===== src/hdl/osx_pkg.sv =====
// ----------------------------------------------------------------------------
// osx_pkg
// Shared types and constants of the opaque span extractor.
// ----------------------------------------------------------------------------
package osx_pkg;

    localparam int PIX_W   = 16;
    localparam int KEY_W   = 16;
    localparam int DIM_W   = 11;
    localparam int START_W = 10;
    localparam int END_W   = 11;
    localparam int LEN_W   = 11;
    localparam int CNT_W   = 10;

    localparam int CFG_IDX_W  = 2;
    localparam int CFG_DATA_W = 16;

    localparam logic [CFG_IDX_W-1:0] CFG_TRANSPARENT_KEY = 2'd0;
    localparam logic [CFG_IDX_W-1:0] CFG_ROW_WIDTH       = 2'd1;
    localparam logic [CFG_IDX_W-1:0] CFG_IMAGE_HEIGHT    = 2'd2;

    localparam logic [CNT_W-1:0] CNT_MAX = '1;

    localparam int OUT_DATA_W = 48;
    localparam int OUT_USER_W = 2;

    typedef struct packed {
        logic               span_valid;
        logic [START_W-1:0] span_start;
        logic [END_W-1:0]   span_end;
        logic [LEN_W-1:0]   span_length;
        logic               row_end;
        logic [CNT_W-1:0]   row_span_count;
        logic               image_end;
    } t_result;

endpackage


===== src/hdl/osx_cfg.sv =====
// ----------------------------------------------------------------------------
// osx_cfg
// Configuration registers; stores the key and the clamped last column and row.
// ----------------------------------------------------------------------------
module osx_cfg
    import osx_pkg::*;
#(
    parameter int MAX_WIDTH  = 1024,
    parameter int MAX_HEIGHT = 1024,
    parameter int COL_W      = 10,
    parameter int ROW_W      = 10
) (
    input  logic                  i_clk,
    input  logic                  i_rst_n,
    input  logic                  i_cfg_wr_en,
    input  logic [CFG_IDX_W-1:0]  i_cfg_index,
    input  logic [CFG_DATA_W-1:0] i_cfg_data,
    output logic [KEY_W-1:0]      o_key,
    output logic [COL_W-1:0]      o_last_col,
    output logic [ROW_W-1:0]      o_last_row
);

    localparam int RST_LAST_COL = ((MAX_WIDTH < 1024) ? MAX_WIDTH : 1024) - 1;
    localparam int RST_LAST_ROW = ((MAX_HEIGHT < 1024) ? MAX_HEIGHT : 1024) - 1;

    // A size of zero counts as one and a size above the maximum saturates.
    function automatic int last_index(input logic [DIM_W-1:0] v, input int maxv);
        int vv;
        vv = int'(v);
        if (vv == 0) begin
            return 0;
        end else if (vv > maxv) begin
            return maxv - 1;
        end
        return vv - 1;
    endfunction

    logic [KEY_W-1:0] r_key;
    logic [COL_W-1:0] r_last_col;
    logic [ROW_W-1:0] r_last_row;

    always_ff @(posedge i_clk) begin
        if (!i_rst_n) begin
            r_key      <= '0;
            r_last_col <= COL_W'(RST_LAST_COL);
            r_last_row <= ROW_W'(RST_LAST_ROW);
        end else if (i_cfg_wr_en) begin
            unique case (i_cfg_index)
                CFG_TRANSPARENT_KEY: begin
                    r_key <= i_cfg_data[KEY_W-1:0];
                end
                CFG_ROW_WIDTH: begin
                    r_last_col <= COL_W'(last_index(i_cfg_data[DIM_W-1:0], MAX_WIDTH));
                end
                CFG_IMAGE_HEIGHT: begin
                    r_last_row <= ROW_W'(last_index(i_cfg_data[DIM_W-1:0], MAX_HEIGHT));
                end
                default: begin
                end
            endcase
        end
    end

    assign o_key      = r_key;
    assign o_last_col = r_last_col;
    assign o_last_row = r_last_row;

endmodule


===== src/hdl/osx_core.sv =====
// ----------------------------------------------------------------------------
// osx_core
// Run tracking state and the per-word span and row-end logic.
// ----------------------------------------------------------------------------
module osx_core
    import osx_pkg::*;
#(
    parameter int PIXEL_BITS = 16,
    parameter int COL_W      = 10,
    parameter int ROW_W      = 10
) (
    input  logic             i_clk,
    input  logic             i_rst_n,
    input  logic             i_step,
    input  logic [PIX_W-1:0] i_pixel,
    input  logic [KEY_W-1:0] i_key,
    input  logic [COL_W-1:0] i_last_col,
    input  logic [ROW_W-1:0] i_last_row,
    output t_result          o_result,
    output logic             o_has_result
);

    localparam int CMP_W = (PIXEL_BITS < PIX_W) ? PIXEL_BITS : PIX_W;

    logic [COL_W-1:0] r_column;
    logic [ROW_W-1:0] r_row;
    logic             r_prev_t;
    logic [COL_W-1:0] r_run_start;
    logic [CNT_W-1:0] r_span_count;

    logic [COL_W-1:0] n_column;
    logic [ROW_W-1:0] n_row;
    logic             n_prev_t;
    logic [COL_W-1:0] n_run_start;
    logic [CNT_W-1:0] n_span_count;

    logic             transparent;
    logic             last;
    logic             img_end;
    logic             valid;
    logic [COL_W:0]   width;
    logic [COL_W-1:0] s;
    logic [COL_W:0]   e;
    logic [COL_W:0]   len;
    logic [CNT_W-1:0] cnt_inc;

    always_comb begin
        transparent = (i_pixel[CMP_W-1:0] == i_key[CMP_W-1:0]);
        last        = (r_column >= i_last_col);
        img_end     = last && (r_row >= i_last_row);
        width       = {1'b0, i_last_col} + 1'b1;
        valid       = 1'b0;
        s           = '0;
        e           = '0;
        n_run_start = r_run_start;

        if (r_prev_t && !transparent) begin
            if (last) begin
                valid = 1'b1;
                s     = r_column;
                e     = width;
            end else begin
                n_run_start = r_column;
            end
        end else if (!r_prev_t) begin
            if (last) begin
                valid = 1'b1;
                s     = r_run_start;
                e     = width - {{COL_W{1'b0}}, transparent};
            end else if (transparent) begin
                valid = 1'b1;
                s     = r_run_start;
                e     = {1'b0, r_column};
            end
        end

        len     = e - {1'b0, s};
        cnt_inc = (valid && (r_span_count != CNT_MAX)) ? r_span_count + 1'b1 : r_span_count;

        if (last) begin
            n_column     = '0;
            n_row        = img_end ? '0 : r_row + 1'b1;
            n_prev_t     = 1'b1;
            n_run_start  = '0;
            n_span_count = '0;
        end else begin
            n_column     = r_column + 1'b1;
            n_row        = r_row;
            n_prev_t     = transparent;
            n_span_count = cnt_inc;
        end

        o_result.span_valid     = valid;
        o_result.span_start     = START_W'(s);
        o_result.span_end       = END_W'(e);
        o_result.span_length    = LEN_W'(len);
        o_result.row_end        = last;
        o_result.row_span_count = last ? cnt_inc : '0;
        o_result.image_end      = img_end;
        o_has_result            = valid || last;
    end

    always_ff @(posedge i_clk) begin
        if (!i_rst_n) begin
            r_column     <= '0;
            r_row        <= '0;
            r_prev_t     <= 1'b1;
            r_run_start  <= '0;
            r_span_count <= '0;
        end else if (i_step) begin
            r_column     <= n_column;
            r_row        <= n_row;
            r_prev_t     <= n_prev_t;
            r_run_start  <= n_run_start;
            r_span_count <= n_span_count;
        end
    end

endmodule


===== src/hdl/opaque_span_extractor.sv =====
// ----------------------------------------------------------------------------
// opaque_span_extractor
// Finds runs of opaque pixels in a raster stream and reports them as spans.
// ----------------------------------------------------------------------------
// Pixels enter on the slave stream, one word per pixel in raster order. The
// master stream carries one word for each completed span and one for each
// row end; a span that closes on the last pixel of a row shares that word.
// Pixels that neither close a span nor end a row produce no word.
// A word is taken into an input register, processed once the result register
// is empty or being drained, and written to the result register. One pixel
// is accepted every cycle as long as the input register is empty or the
// result register is empty or being drained in the same cycle; the column,
// row and run state is updated when the pixel is processed.
// When the receiver stalls, the result register holds its word and the
// input register fills; after that the slave ready drops until the receiver
// takes the word. Reset clears both registers, returns the counters to the
// first pixel of an image and restores the registers to key 0 and a size of
// 1024 by 1024 (saturated to the maximum size). Configuration writes are
// taken at once and should only be issued while no pixel is in flight.
// ----------------------------------------------------------------------------
module opaque_span_extractor
    import osx_pkg::*;
#(
    parameter int MAX_WIDTH  = 1024,
    parameter int MAX_HEIGHT = 1024,
    parameter int PIXEL_BITS = 16
) (
    input  logic                  i_clk,
    input  logic                  i_rst_n,
    input  logic                  i_cfg_wr_en,
    input  logic [CFG_IDX_W-1:0]  i_cfg_index,
    input  logic [CFG_DATA_W-1:0] i_cfg_data,
    input  logic                  s_axis_tvalid,
    output logic                  s_axis_tready,
    // Fields from bit 0: pixel.
    input  logic [PIX_W-1:0]      s_axis_tdata,
    output logic                  m_axis_tvalid,
    input  logic                  m_axis_tready,
    // Fields from bit 0: span_start, span_end, span_length, row_span_count.
    output logic [OUT_DATA_W-1:0] m_axis_tdata,
    // Fields from bit 0: span_valid, image_end.
    output logic [OUT_USER_W-1:0] m_axis_tuser,
    // Row end.
    output logic                  m_axis_tlast
);

    localparam int COL_W = $clog2(MAX_WIDTH);
    localparam int ROW_W = (MAX_HEIGHT > 1) ? $clog2(MAX_HEIGHT) : 1;

    logic [KEY_W-1:0] key;
    logic [COL_W-1:0] last_col;
    logic [ROW_W-1:0] last_row;

    logic             r_in_valid;
    logic [PIX_W-1:0] r_in_pixel;
    logic             r_out_valid;
    t_result          r_out;

    logic             advance;
    logic             step;
    t_result          result;
    logic             has_result;

    osx_cfg #(
        .MAX_WIDTH  (MAX_WIDTH),
        .MAX_HEIGHT (MAX_HEIGHT),
        .COL_W      (COL_W),
        .ROW_W      (ROW_W)
    ) u_cfg (
        .i_clk       (i_clk),
        .i_rst_n     (i_rst_n),
        .i_cfg_wr_en (i_cfg_wr_en),
        .i_cfg_index (i_cfg_index),
        .i_cfg_data  (i_cfg_data),
        .o_key       (key),
        .o_last_col  (last_col),
        .o_last_row  (last_row)
    );

    osx_core #(
        .PIXEL_BITS (PIXEL_BITS),
        .COL_W      (COL_W),
        .ROW_W      (ROW_W)
    ) u_core (
        .i_clk        (i_clk),
        .i_rst_n      (i_rst_n),
        .i_step       (step),
        .i_pixel      (r_in_pixel),
        .i_key        (key),
        .i_last_col   (last_col),
        .i_last_row   (last_row),
        .o_result     (result),
        .o_has_result (has_result)
    );

    assign advance       = !r_out_valid || m_axis_tready;
    assign step          = r_in_valid && advance;
    assign s_axis_tready = !r_in_valid || advance;

    always_ff @(posedge i_clk) begin
        if (!i_rst_n) begin
            r_in_valid  <= 1'b0;
            r_out_valid <= 1'b0;
        end else begin
            if (s_axis_tready) begin
                r_in_valid <= s_axis_tvalid;
            end
            if (advance) begin
                r_out_valid <= step && has_result;
            end
        end
    end

    always_ff @(posedge i_clk) begin
        if (s_axis_tready) begin
            r_in_pixel <= s_axis_tdata;
        end
        if (advance) begin
            r_out <= result;
        end
    end

    assign m_axis_tvalid = r_out_valid;
    assign m_axis_tdata  = {6'b0, r_out.row_span_count, r_out.span_length,
                            r_out.span_end, r_out.span_start};
    assign m_axis_tuser  = {r_out.image_end, r_out.span_valid};
    assign m_axis_tlast  = r_out.row_end;

    a_word_has_reason: assert property (@(posedge i_clk) disable iff (!i_rst_n)
        m_axis_tvalid |-> (r_out.span_valid || r_out.row_end))
        else $error("result word carries neither a span nor a row end");

    a_image_end_on_row_end: assert property (@(posedge i_clk) disable iff (!i_rst_n)
        m_axis_tvalid && r_out.image_end |-> r_out.row_end)
        else $error("image end reported away from a row end");

    a_span_length: assert property (@(posedge i_clk) disable iff (!i_rst_n)
        m_axis_tvalid && r_out.span_valid && (r_out.span_end >= {1'b0, r_out.span_start})
        |-> (r_out.span_length == r_out.span_end - {1'b0, r_out.span_start}))
        else $error("span length does not match its end and start");

    a_empty_span_zero: assert property (@(posedge i_clk) disable iff (!i_rst_n)
        m_axis_tvalid && !r_out.span_valid
        |-> (r_out.span_start == '0 && r_out.span_end == '0 && r_out.span_length == '0))
        else $error("span fields not cleared in a word without a span");

endmodule

===== config.mk =====
export PLATFORM = sky130hd
export DESIGN_NAME = opaque_span_extractor
export DESIGN_NICKNAME = d
export VERILOG_FILES = /design/src/hdl/osx_pkg.sv /design/src/hdl/osx_cfg.sv /design/src/hdl/osx_core.sv /design/src/hdl/opaque_span_extractor.sv
export SDC_FILE = /design/constraint.sdc
export NUM_CORES = 1
export LEC_CHECK = 0
export CAP_MARGIN = 20
export CORE_UTILIZATION = 55
export DETAILED_ROUTE_END_ITERATION = 12
export DONT_BUFFER_PORTS = 1
export GPL_TIMING_DRIVEN = 1
export PLACE_DENSITY = 0.73
export SLEW_MARGIN = 20
export SYNTH_ARGS = -nofsm -noshare
export SYNTH_HDL_FRONTEND = slang
export SYNTH_HIERARCHICAL = 1
export SYNTH_SLANG_ARGS = --single-unit
export TNS_END_PERCENT = 5

===== constraint.sdc =====
create_clock -name i_clk -period 4.12 [get_ports i_clk]
set_input_delay 0.618 -clock i_clk [delete_from_list [all_inputs] [get_ports i_clk]]
set_output_delay 0.618 -clock i_clk [all_outputs]
set_load 0.05 [all_outputs]

==> impl_metrics.yaml <==
global_routing:
  antenna_found_initial: 0
  grt_pass1_wl_um: 28800
  grtUsageMet3: 0.0594
  use_met1: 0.298
  use_met2: 0.438
  busiest_layer: "met2"
  overflow: 0
  track_usage: 0.255
  grt_pass1_vias: 6035
  grt_max_degree: 64
cts:
  cts.sinks: 140
  cts_root_buf: "clkbuf_16"
  clk_pin_slew_worst_paths_ns: 0.06
  clockBufferDepth: 2
  htree_levels: 4
  cts_tree: "done"
  postCtsSetupBuffers: 0
  clk_latency_ns: 0.42
  cts_inserted_buffers: 17
  cts_hold_buf: 0
  ctsResizeCount: 0
cells_and_area:
  areaGrowthSynthToFinish_pct: 11.1
  n_fill_cell: 1134
  n_antenna_cell: 0
  seqCellArea_um2: 3410
  final_nets: 899
  multi_input_area_um2: 3920
  drive_gt1_frac: 0.126
setup_path:
  crit_type: "reg -> reg"
  cp-start-kind: "flip-flop"
  worstPathArrival_ns: 4.14
  required_ns: 4.29
  cp-end-kind: "flip-flop"
  path_max_fanout: 16
timing:
  maxSlewHeadroom: 0.278
  finalSetupViolations: 0
  finalClockSkew_ns: 0.00930
  hold_violations: 0
  fin_crit_sh: 0.964
  drv_slew: 0
  min_period_ns: 3.97
  whs_ns: 0.290
  fin_setup_tns_ns: 0
  worst_slew_pin_slew_ns: 1.08
  fmax_ghz: 0.252
pwr:
  ir_drop_mv: 0.246
  p_leak_nw: 3.58
  powerDensity_nw_per_um2: 383
min_path:
  hold_class: "in -> reg"
logic_synthesis:
  yosysWarnings: 6
  synth-edff-count: 61
  ys_seq_elements: 140
  synth_area_um2: 7730
  yosysUniqueCellTypes: 90
  seq_area_frac_synth: 0.441
  avgSynthCellArea_um2: 9.57
  syn_inst: 808
  ys.flop_type: "dfxtp_1"
  synthArstFlopShare: 0
placed_design:
  hpwl_um: 13000
  port_buffers: 0
  place.gp.congestion: 0.943
drt:
  drc: 0
  initialDrtViolationCount: 449
  wire_per_inst_um: 17.8
  dr.pass1.iters: 7
  ant_nets: 0
  vias: 6144
  wirelength_um: 18000
  viasPerCell: 6.08
job:
  maxCapViolations: 0
die:
  die_x_um: 121
  dieArea_um2: 14500
  die_h_um: 121
  start_util: 0.575
  io_pins: 92
  coreArea_um2: 13500
  std_cell_rows: 42
outcome:
  status: "finished, final reports clean"
## critical path: stages, from the launching register on
cell and delay [ns]:
dfxtp_1 0.32, inv_1 0.08, ha_1 0.33, and4_1 0.24, nand2_1 0.08, o221ai_2 0.20
nor2_2 0.08, inv_2 0.06, buf_4 0.21, nand2_1 0.14, o22a_1 0.24, ha_1 0.23
fa_1 0.41, nor2b_1 0.13, o21ai_0 0.10, a21boi_0 0.27, o21ai_1 0.13, a21oi_2 0.21
a31oi_1 0.12, xor2_1 0.15
## report_power, final
group	total (mW)	switching (mW)	leakage (nW)	internal [mW]
clock	1.56	0.574	0.291	0.986
combinational	0.247	0.154	1.92	0.0932
sequential	1.48	0.0162	1.37	1.47
## flip-flops by register name (all words and copies together) (netlist names)
register,flops
u_core/r_row,10
m_axis_tuser,2
u_cfg/o_last_row,10
u_cfg/o_key,16
u_cfg/o_last_col,10
m_axis_tvalid,1
m_axis_tdata,42
u_core/r_run_start,10
u_core/r_span_count,10
r_in_pixel,16
u_core/r_column,10
m_axis_tlast,1
r_in_valid,1
u_core/r_prev_t,1
## synthesized netlist by cell type, types with 8 or more instances
master | number | area [um^2]
a22oi_1 | 22 | 165
inv_1 | 49 | 184
a21boi_0 | 18 | 135
or3_1 | 10 | 62.6
nor3_1 | 11 | 55.1
nand3_1 | 25 | 125
nand2_1 | 93 | 349
nand4_1 | 8 | 50.1
nor4_1 | 11 | 68.8
nor3b_1 | 9 | 67.6
o21ai_0 | 12 | 60.1
clkbuf_1 | 21 | 78.8
edfxtp_1 | 61 | 1830
buf_4 | 9 | 67.6
o21ai_1 | 8 | 40.0
ha_1 | 37 | 463
o211ai_1 | 9 | 67.6
xnor2_1 | 31 | 272
nor2_1 | 71 | 267
a21oi_1 | 27 | 135
dfxtp_1 | 79 | 1580
a31oi_1 | 16 | 100
xor2_1 | 24 | 210
## layout by cell type, fill, tap and decap left out, types with 24 or more instances in the layout
cell      Yosys  layout
buf_4         9      33
nand3_1      25      25
edfxtp_1     61      61
nor2_1       71      71
xnor2_1      31      31
inv_1        49      49
xor2_1       24      24
nand2_1      93      93
ha_1         37      37
dfxtp_1      79      79
a21oi_1      27      26
## cell families (layout without fill, tap and decap cells)
kind of cell / Yosys count / in the layout / share of synthesized area
other: 1 / 6 / 0.000485
AOI/OAI and AO/OA: 175 / 175 / 0.161
and+or+nand+nor: 301 / 301 / 0.210
DFF: 140 / 140 / 0.441
buffers and inverters: 94 / 116 / 0.0574
xor gates and xnor gates: 55 / 55 / 0.0623
muxes: 2 / 2 / 0.00259
adders and majority gates: 40 / 40 / 0.0650
## final timing paths
path / cells after the start / slack (ns) / startpoint / endpoint
max: 19 / 0.15 / u_cfg/o_last_col[9]$_SDFFE_PN1P_ / m_axis_tdata[31]$_DFFE_PP_
min: 0 / 0.29 / s_axis_tdata[3] / r_in_pixel[3]$_DFFE_PP_
max reg2reg: 19 / 0.15 / u_cfg/o_last_col[9]$_SDFFE_PN1P_ / m_axis_tdata[31]$_DFFE_PP_
min reg2reg: 2 / 0.47 / u_cfg/o_key[2]$_SDFFE_PN0P_ / u_cfg/o_key[2]$_SDFFE_PN0P_
## stage by stage
step	instance area, um^2	power (mW)	setup WS, ns	std cells	utilization
after global placement	7970	1.75	0.212	979	0.592
after CTS	8570	3.31	0.0729	1011	0.637
after floorplan	7750	1.71	0.107	813	-
after detailed placement	7970	1.75	0.0783	979	0.592
after global routing	8600	3.39	-0.00687	1011	0.639
final	8600	3.29	0.148	1011	0.639
## layout make-up
cell class,count,share of cell area
Clock inverter,10,0.0162
Timing Repair Buffer,33,0.0288
Inverter,51,0.0223
Tap cell,176,0.0256
Multi-Input combinational cell,579,0.456
Sequential cell,140,0.397
Clock buffer,22,0.0540
## per-layer routing
metal  routed length, um  part of all wire  vias to the layer above
met2                8850              0.49                      256
met5                   0                 0                        -
met1                7650              0.42                     2913
met3                1030             0.057                       39
li1                    -                 -                     2936
met4                 476             0.026                        0
(Power assumes the default switching activity.)
